$ cat src/hdl/adsr_pkg.sv
// adsr envelope package: item types, register codes, config derivation
package adsr_pkg;

	localparam int unsigned MIN_SEGMENT = 4800;
	localparam int unsigned DIV_BITS = 15;
	localparam int unsigned NUM_W = 35;
	localparam logic [16:0] UNITY = 17'd32768;

	typedef enum logic [2:0] {
		REG_ATTACK  = 3'd0,
		REG_DECAY   = 3'd1,
		REG_RELEASE = 3'd2,
		REG_SUSTAIN = 3'd3,
		REG_BUFLEN  = 3'd4
	} reg_idx_t;

	typedef enum logic [2:0] {
		RG_ATT,
		RG_DEC,
		RG_SUS,
		RG_REL,
		RG_ZERO
	} region_t;

	typedef struct packed {
		logic signed [15:0] sample_in;
		logic [19:0]        sample_index;
	} in_item_t;

	typedef struct packed {
		logic signed [15:0] sample_out;
		logic [15:0]        gain;
	} out_item_t;

	typedef struct packed {
		logic [19:0] attack_len;
		logic [19:0] decay_len;
		logic [19:0] release_len;
		logic [15:0] sustain_level;
		logic [19:0] buffer_len;
	} cfg_t;

	typedef struct packed {
		logic [19:0] a;
		logic [19:0] d;
		logic [15:0] s;
		logic [20:0] dend;
		logic [20:0] send;
		logic        rel_ok;
		logic [19:0] span;
	} env_t;

	typedef struct packed {
		region_t            region;
		logic [15:0]        s;
		logic signed [15:0] sample;
	} div_side_t;

	localparam cfg_t CFG_RESET = '{
		attack_len: 20'd4800,
		decay_len: 20'd4800,
		release_len: 20'd4800,
		sustain_level: 16'd16384,
		buffer_len: 20'd48000
	};

	function automatic logic [19:0] seg_len(input logic [19:0] v);
		seg_len = (v == '0) ? 20'(MIN_SEGMENT) : v;
	endfunction

	function automatic env_t derive(input cfg_t c);
		env_t        e;
		logic [19:0] r;
		logic [20:0] nr;
		logic [20:0] nm1;
		e.a = seg_len(c.attack_len);
		e.d = seg_len(c.decay_len);
		r = seg_len(c.release_len);
		e.s = (c.sustain_level > 16'(UNITY)) ? 16'(UNITY) : c.sustain_level;
		e.dend = {1'b0, e.a} + {1'b0, e.d};
		nr = {1'b0, c.buffer_len} - {1'b0, r};
		if (c.buffer_len >= r && nr > e.dend) begin
			e.send = nr;
		end else begin
			e.send = e.dend;
		end
		nm1 = {1'b0, c.buffer_len} - 21'd1;
		e.rel_ok = (c.buffer_len != '0) && (nm1 > e.send);
		e.span = 20'(nm1 - e.send);
		return e;
	endfunction

endpackage

$ cat src/hdl/adsr_div.sv
// adsr envelope pipelined restoring divider, one quotient bit per stage
module adsr_div
	import adsr_pkg::*;
(
	input  logic                clk,
	input  logic                arst_n,
	input  logic                in_valid,
	input  logic [NUM_W-1:0]    num,
	input  logic [19:0]         den,
	input  div_side_t           side_in,
	output logic                out_valid,
	output logic [DIV_BITS-1:0] quo,
	output div_side_t           side_out
);

	logic [DIV_BITS-1:0] valid_s;
	logic [19:0]         rem_s [DIV_BITS];
	logic [DIV_BITS-1:0] lo_s  [DIV_BITS];
	logic [DIV_BITS-1:0] quo_s [DIV_BITS];
	logic [19:0]         den_s [DIV_BITS];
	div_side_t           side_s [DIV_BITS];

	for (genvar j = 0; j < DIV_BITS; j++) begin : g_stage
		logic                v_in;
		logic [19:0]         r_in;
		logic [DIV_BITS-1:0] lo_in;
		logic [DIV_BITS-1:0] q_in;
		logic [19:0]         d_in;
		div_side_t           sd_in;
		logic [20:0]         trial;
		logic [20:0]         diff;
		logic                ge;

		if (j == 0) begin : g_first
			assign v_in  = in_valid;
			assign r_in  = num[NUM_W-1:DIV_BITS];
			assign lo_in = num[DIV_BITS-1:0];
			assign q_in  = '0;
			assign d_in  = den;
			assign sd_in = side_in;
		end else begin : g_next
			assign v_in  = valid_s[j-1];
			assign r_in  = rem_s[j-1];
			assign lo_in = lo_s[j-1];
			assign q_in  = quo_s[j-1];
			assign d_in  = den_s[j-1];
			assign sd_in = side_s[j-1];
		end

		assign trial = {r_in, lo_in[DIV_BITS-1]};
		assign diff  = trial - {1'b0, d_in};
		assign ge    = trial >= {1'b0, d_in};

		always_ff @(posedge clk or negedge arst_n) begin
			if (!arst_n) begin
				valid_s[j] <= 1'b0;
			end else begin
				valid_s[j] <= v_in;
			end
		end

		always_ff @(posedge clk) begin
			rem_s[j]  <= ge ? diff[19:0] : trial[19:0];
			lo_s[j]   <= {lo_in[DIV_BITS-2:0], 1'b0};
			quo_s[j]  <= {q_in[DIV_BITS-2:0], ge};
			den_s[j]  <= d_in;
			side_s[j] <= sd_in;
		end
	end

	assign out_valid = valid_s[DIV_BITS-1];
	assign quo       = quo_s[DIV_BITS-1];
	assign side_out  = side_s[DIV_BITS-1];

endmodule

$ cat src/hdl/adsr_envelope_apply.sv
// adsr envelope top level: linear adsr gain and sample scaling pipeline
//
// input: an item (sample and its index in the buffer) is taken on a clock
// edge with start high and busy low. busy is high only in the first cycle
// after reset, so one item can be taken every cycle.
// output: each item gives one result on result, marked by done for one
// cycle, in input order; the receiver cannot hold results off and none
// is needed.
// configuration: cfg_valid/cfg_ready write channel, cfg_index selects the
// register (attack, decay, release, sustain, buffer length). cfg_ready is
// always high; derived stage bounds are registered in env_q from cfg_q.
// the pipeline is built round the divider, one quotient bit per stage over
// 15 stages, plus input, classify, multiply, gain, product and output stages.
// reset clears the pipeline valid bits and loads the register defaults.
module adsr_envelope_apply
	import adsr_pkg::*;
(
	input  logic        clk,
	input  logic        arst_n,
	input  logic        start,
	output logic        busy,
	input  in_item_t    item,
	output logic        done,
	output out_item_t   result,
	input  logic        cfg_valid,
	output logic        cfg_ready,
	input  logic [2:0]  cfg_index,
	input  logic [19:0] cfg_data
);

	localparam int unsigned LATENCY = 21;

	cfg_t        cfg_q;
	env_t        env_q;
	logic        run_q;

	logic               v_s1;
	logic signed [15:0] smp_s1;
	logic [19:0]        idx_s1;

	logic               v_s2;
	region_t            rg_s2;
	logic [19:0]        t_s2;
	logic [19:0]        dv_s2;
	logic [15:0]        m_s2;
	logic [15:0]        sus_s2;
	logic signed [15:0] smp_s2;

	logic               v_s3;
	logic [NUM_W-1:0]   x_s3;
	logic [19:0]        dv_s3;
	div_side_t          side_s3;

	logic                dv_valid;
	logic [DIV_BITS-1:0] dv_quo;
	div_side_t           dv_side;

	logic               v_s4;
	logic [15:0]        gain_s4;
	logic signed [15:0] smp_s4;

	logic               v_s5;
	logic [15:0]        gain_s5;
	logic signed [32:0] prod_s5;

	logic               done_q;
	out_item_t          result_q;

	region_t     rg_c;
	logic [19:0] t_c;
	logic [19:0] dv_c;
	logic [15:0] m_c;
	logic [15:0] gain_c;
	logic [20:0] idx_w;

	assign cfg_ready = 1'b1;
	assign busy      = !run_q;

	always_ff @(posedge clk or negedge arst_n) begin
		if (!arst_n) begin
			cfg_q <= CFG_RESET;
			env_q <= derive(CFG_RESET);
			run_q <= 1'b0;
		end else begin
			run_q <= 1'b1;
			env_q <= derive(cfg_q);
			if (cfg_valid && cfg_ready) begin
				case (cfg_index)
					REG_ATTACK:  cfg_q.attack_len    <= cfg_data;
					REG_DECAY:   cfg_q.decay_len     <= cfg_data;
					REG_RELEASE: cfg_q.release_len   <= cfg_data;
					REG_SUSTAIN: cfg_q.sustain_level <= cfg_data[15:0];
					REG_BUFLEN:  cfg_q.buffer_len    <= cfg_data;
					default: ;
				endcase
			end
		end
	end

	// valid chain
	always_ff @(posedge clk or negedge arst_n) begin
		if (!arst_n) begin
			v_s1   <= 1'b0;
			v_s2   <= 1'b0;
			v_s3   <= 1'b0;
			v_s4   <= 1'b0;
			v_s5   <= 1'b0;
			done_q <= 1'b0;
		end else begin
			v_s1   <= start && !busy;
			v_s2   <= v_s1;
			v_s3   <= v_s2;
			v_s4   <= dv_valid;
			v_s5   <= v_s4;
			done_q <= v_s5;
		end
	end

	// stage classification
	assign idx_w = {1'b0, idx_s1};

	always_comb begin
		t_c  = idx_s1;
		dv_c = env_q.a;
		m_c  = 16'(UNITY);
		if (idx_s1 < env_q.a) begin
			rg_c = RG_ATT;
		end else if (idx_w < env_q.dend) begin
			rg_c = RG_DEC;
			t_c  = idx_s1 - env_q.a;
			dv_c = env_q.d;
			m_c  = 16'(UNITY - {1'b0, env_q.s});
		end else if (idx_w < env_q.send) begin
			rg_c = RG_SUS;
		end else if (env_q.rel_ok) begin
			rg_c = RG_REL;
			t_c  = 20'(idx_w - env_q.send);
			dv_c = env_q.span;
			m_c  = env_q.s;
		end else begin
			rg_c = RG_ZERO;
		end
	end

	always_ff @(posedge clk) begin
		smp_s1 <= item.sample_in;
		idx_s1 <= item.sample_index;

		rg_s2  <= rg_c;
		t_s2   <= t_c;
		dv_s2  <= dv_c;
		m_s2   <= m_c;
		sus_s2 <= env_q.s;
		smp_s2 <= smp_s1;

		x_s3           <= NUM_W'(t_s2 * m_s2);
		dv_s3          <= dv_s2;
		side_s3.s      <= sus_s2;
		side_s3.sample <= smp_s2;
		if (rg_s2 == RG_REL && t_s2 >= dv_s2) begin
			side_s3.region <= RG_ZERO;
		end else begin
			side_s3.region <= rg_s2;
		end
	end

	adsr_div u_div (
		.clk      (clk),
		.arst_n   (arst_n),
		.in_valid (v_s3),
		.num      (x_s3),
		.den      (dv_s3),
		.side_in  (side_s3),
		.out_valid(dv_valid),
		.quo      (dv_quo),
		.side_out (dv_side)
	);

	always_comb begin
		case (dv_side.region)
			RG_ATT:  gain_c = {1'b0, dv_quo};
			RG_DEC:  gain_c = 16'(UNITY - {2'b0, dv_quo});
			RG_SUS:  gain_c = dv_side.s;
			RG_REL:  gain_c = dv_side.s - {1'b0, dv_quo};
			default: gain_c = '0;
		endcase
	end

	always_ff @(posedge clk) begin
		gain_s4 <= gain_c;
		smp_s4  <= dv_side.sample;

		gain_s5 <= gain_s4;
		prod_s5 <= smp_s4 * $signed({1'b0, gain_s4});

		result_q.sample_out <= prod_s5[30:15];
		result_q.gain       <= gain_s5;
	end

	assign done   = done_q;
	assign result = result_q;

	a_gain_range: assert property (@(posedge clk) disable iff (!arst_n)
		done |-> result.gain <= 16'(UNITY))
		else $error("gain above unity");

	a_latency: assert property (@(posedge clk) disable iff (!arst_n)
		done |-> $past(start && !busy, LATENCY))
		else $error("result without a matching input transfer");

	a_zero_gain: assert property (@(posedge clk) disable iff (!arst_n)
		done && result.gain == '0 |-> result.sample_out == '0)
		else $error("nonzero sample at zero gain");

endmodule
$ cat config.mk
export PLATFORM = sky130hd
export DESIGN_NAME = adsr_envelope_apply
export DESIGN_NICKNAME = d
export VERILOG_FILES = /design/src/hdl/adsr_pkg.sv /design/src/hdl/adsr_div.sv /design/src/hdl/adsr_envelope_apply.sv
export SDC_FILE = /design/constraint.sdc
export NUM_CORES = 2
export LEC_CHECK = 0
export BUFFER_PORTS_ARGS = -buffer_cell sky130_fd_sc_hd__buf_2
export CAP_MARGIN = 20
export CORE_AREA = 2 2 564 622
export DETAILED_ROUTE_END_ITERATION = 10
export DIE_AREA = 0 0 566 624
export GPL_TIMING_DRIVEN = 1
export PLACE_DENSITY_LB_ADDON = 0.2
export SLEW_MARGIN = 20
export SYNTH_ARGS = -nofsm -noshare
export SYNTH_HDL_FRONTEND = slang
export SYNTH_HIERARCHICAL = 1
export SYNTH_SLANG_ARGS = --single-unit
$ cat constraint.sdc
create_clock -name clk -period 10 [get_ports clk]
set_clock_uncertainty 0.2 [all_clocks]
set_input_delay 0.5 -clock clk [delete_from_list [all_inputs] [get_ports clk]]
set_output_delay 0.5 -clock clk [all_outputs]
set_load 0.01 [all_outputs]
==> flow_summary.yaml <==
run_status:
  status: "complete, no violations"
logic_synthesis:
  synth_top_family_by_area: "adder cells"
  synth-simple-area-share_pct: 11.1
  ys.flop_type: "dfxtp_1"
  synth_compound_area_share_pct: 10.4
  synth_seq_area_share_pct: 44.6
  syn_area_per_cell_sq_um: 10.4
  synthMuxAreaShare_pct: 3.50
  synth_xor_area_share_pct: 3.72
  synthesis.area_sq_mm: 0.0862
  yosysWarnings: 6
  async_flop_share_pct: 12.7
  synth_edf_count: 0
  yosysUniqueCellTypes: 106
  synth_adder_area_share_pct: 20.7
  synth_seq_cells: 1860
  syn_inst: 8321
global_routing:
  grt_overflow_total: 0
  antenna_found_initial: 8
  grt_max_degree: 127
  grt_pass1_wl_um: 349000
  grt.total_usage_pct: 12.4
  grt_pass1_vias: 60800
floorplanning:
  ios: 98
  dieArea_sq_mm: 0.353
  dieHeight_um: 624
  rows: 227
  coreArea_sq_mm: 0.347
  initial_core_util_pct: 24.9
  die_w_um: 566
sta:
  setup_violations: 0
  fin_setup_tns_ns: 0
  rsz0062_at_grt: "false"
  report.final.slew_viol_count: 0
  fmax_ghz: 0.111
  timing_hold_violations_final: 0
  worstMarginPinSlew_ns: 1.17
  slew_headroom_pct: 21.8
  finalCritPeriodShare_pct: 90.0
  period_needed_ns: 9.00
route:
  wire_per_inst_um: 16.6
  drt-met1-wl_um: 94000
  dr_total_vias: 56900
  wl_met2_um: 112000
  drt_iter0_drc: 2731
  drt_first_pass_iters: 8
  wl_met3_um: 6920
  via_per_inst: 4.29
  drc_errors: 0
  highest_layer: "met4"
  ant_nets: 0
  routed_wl_um: 221000
cts:
  cts_htree_levels: 4
  cts_tree: "built"
  insertion_delay_ns: 0.90
  clkTransAtPathRegs_ns: 0.06
  cts_root_buf: "clkbuf_16"
  clockBufferDepth: 4
  clock_sinks: 1860
  numCtsBuffers: 214
critical_path:
  critPathLaunchType: "flop"
  max_stage_delay_ns: 0.57
  cp-end-kind: "flop"
  path_delay_family: "compound AO/OA/AOI/OAI gates"
  worstPathRequired_ns: 10.58
  reg2reg_slack_ns: 1.0
  cp_max_fo: 17
  r2r_cells: 34
  r2r_end: "env_q[20]$_DFF_PN1_"
  timing.rr.start: "cfg_q[91]$_DFFE_PN0P_"
  cp.arrival_ns: 9.58
  critPathKind: "flop to flop"
  cp_num_buf_inv: 1
  crit_path_frequent_cell: "a21oi_1"
  cp_slowest_cell: "or2_2"
worst_hold_path:
  holdPathStages: 0
  min_to: "u_div/lo_s[1][65]$_DFF_P_"
  hp-class: "flop to flop"
  min-delay-start: "u_div/lo_s[1][51]$_DFF_P_"
cells_and_area:
  final_cells: 13300
  area.growth.synth_to_final_pct: 15.9
  fin_nets: 9740
  drive_gt1_share_pct: 9.66
place:
  finalWeightedCongestion: 0.889
  dp_hpwl_um: 166000
  io_buffers: 96
  placedCellCount: 12800
flow_run:
  maxCapViolations: 0
## per-stage QoR
step / utilization (%) / hold slack [ns] / area [sq um] / worst slack (ns)
6_report: 28.8 / 0.0619 / 100000 / 0.999
5_1_grt: 28.8 / 0.0347 / 100000 / 0.258
4_1_cts: 28.8 / 0.000825 / 99900 / 1.01
3_5_place_dp: 26.5 / 0.112 / 91800 / 1.08
3_3_place_gp: 26.5 / 0.110 / 91800 / 1.08
2_1_floorplan: - / 0.00441 / 86200 / 3.01
## worst max-delay path by stage
stage	from	end	slack, ns	depth (start not counted)
3_3_place_gp	cfg_q[57]$_DFFE_PN0P_	env_q[20]$_DFF_PN1_	1.08	34
2_1_floorplan	cfg_q[68]$_DFFE_PN1P_	env_q[20]$_DFF_PN1_	3.01	35
5_1_grt	cfg_q[57]$_DFFE_PN0P_	env_q[20]$_DFF_PN1_	0.26	34
4_1_cts	cfg_q[91]$_DFFE_PN0P_	env_q[20]$_DFF_PN1_	1.01	34
3_5_place_dp	cfg_q[91]$_DFFE_PN0P_	env_q[20]$_DFF_PN1_	1.08	34
6_report	cfg_q[91]$_DFFE_PN0P_	env_q[20]$_DFF_PN1_	1.0	34
## worst reg2reg max path: cells and delay by family, from the launching register on
| family | cells | cell delay, ns |
|---|---|---|
| flops | 1 | 0.41 |
| mux | 1 | 0.20 |
| fa+ha+maj | 3 | 0.96 |
| xor+xnor | 1 | 0.27 |
| compound gates | 18 | 3.91 |
| simple gates | 10 | 2.84 |
| buf+inv | 1 | 0.12 |
## layer usage
metal | track usage, % | vias to the layer above
met1 | 14.5 | 27800
met4 | 4.32 | 0
met2 | 22.9 | 878
met5 | 0 | -
li1 | - | 27900
met3 | 1.67 | 384
## what timing repair did
action                                 4_1_cts  5_1_grt
resized for setup                            0        0
hold buffers                                85        1
buffers inserted                             0        0
endpoints found under the hold margin      257       37
## flip-flops by register name (all words and copies together), names as in the netlist, 20 cells and up
signal        count
cfg_q            96
idx_s1           20
side_s3          35
dv_s3            20
env_q           119
u_div/rem_s     280
x_s3             35
dv_s2            20
u_div/den_s     280
u_div/quo_s     120
result           32
u_div/lo_s      105
u_div/side_s    525
t_s2             20
## cells by family after synthesis
family / count (synthesis)
buffers and inverters: 1302
flip-flops: 1860
multiplexers: 262
adder cells (fa/ha/maj): 1152
AND/OR/NAND/NOR: 1997
other: 1
XOR/XNOR: 366
AO/OA/AOI/OAI: 1381
## synth_stat cells (10+ instances only)
cell       instances  share of area (%)
or2_2             28               0.20
mux2_4            35               0.61
nor2_1           364                1.6
a211oi_1          57               0.50
a31oi_1           70               0.51
o31a_1            22               0.22
and2_1           228                1.7
buf_2             29               0.17
o31ai_1           35               0.30
a211o_1           17               0.17
xnor2_1          212                2.2
nand3_1           99               0.57
o211ai_1          24               0.21
fa_1             462                 11
o21bai_1          38               0.33
nand4_1           63               0.46
nand2b_1          62               0.45
mux2i_1           48               0.56
o221ai_1          17               0.17
a21boi_0          18               0.16
dfrtp_1          189                5.5
nand2_1          762                3.3
o2111ai_1         10               0.10
dfxtp_1         1623                 38
and3_1            42               0.30
inv_1           1056                4.6
or3_1             46               0.33
a2111oi_0         12               0.12
xor2_1           154                1.6
o21ai_0          321                1.9
a21o_1           185                1.6
clkbuf_1         192               0.84
nor2b_1          105               0.76
nand3b_1          10              0.087
a221oi_1          10               0.10
o21ai_1           22               0.13
o21a_1            80               0.70
nor4_1            42               0.30
a21oi_1          324                1.9
nor3_1            92               0.53
mux2_2           179                2.3
ha_1             690                 10
dfstp_2           48                1.5
## layout by cell type, fill, tap and decap left out, drive strengths merged, types with 42 or more instances in the layout
master          n
nand2b         62
o21a           80
a21oi         327
clkinv         43
o21ai         346
a21o          185
or3            46
dfxtp        1623
and3           42
nor2b         106
mux2          214
nand3          99
a31oi          71
dfrtp         189
buf           143
a211oi         59
and2          228
mux2i          48
ha            690
nor2          364
xor2          154
nor3           92
dfstp          48
xnor2         212
nor4           42
inv          1075
clkbuf        305
fa            462
nand4          63
nand2         763
dlygate4sd3    86
## final cells by class
type | instances | area, sq um
antenna | 2 | 5.00
clock buffer | 305 | 6140
clock inverter | 86 | 1080
fill | 35900 | 247000
inverter | 1060 | 3980
multi-input combinational | 5160 | 42800
sequential | 1860 | 38500
tap | 4580 | 5730
timing repair buffer | 229 | 1730
Power is left out: the tool's default activity adds up to more than one toggle a clock period on the data nets, which glitch-free logic cannot reach.
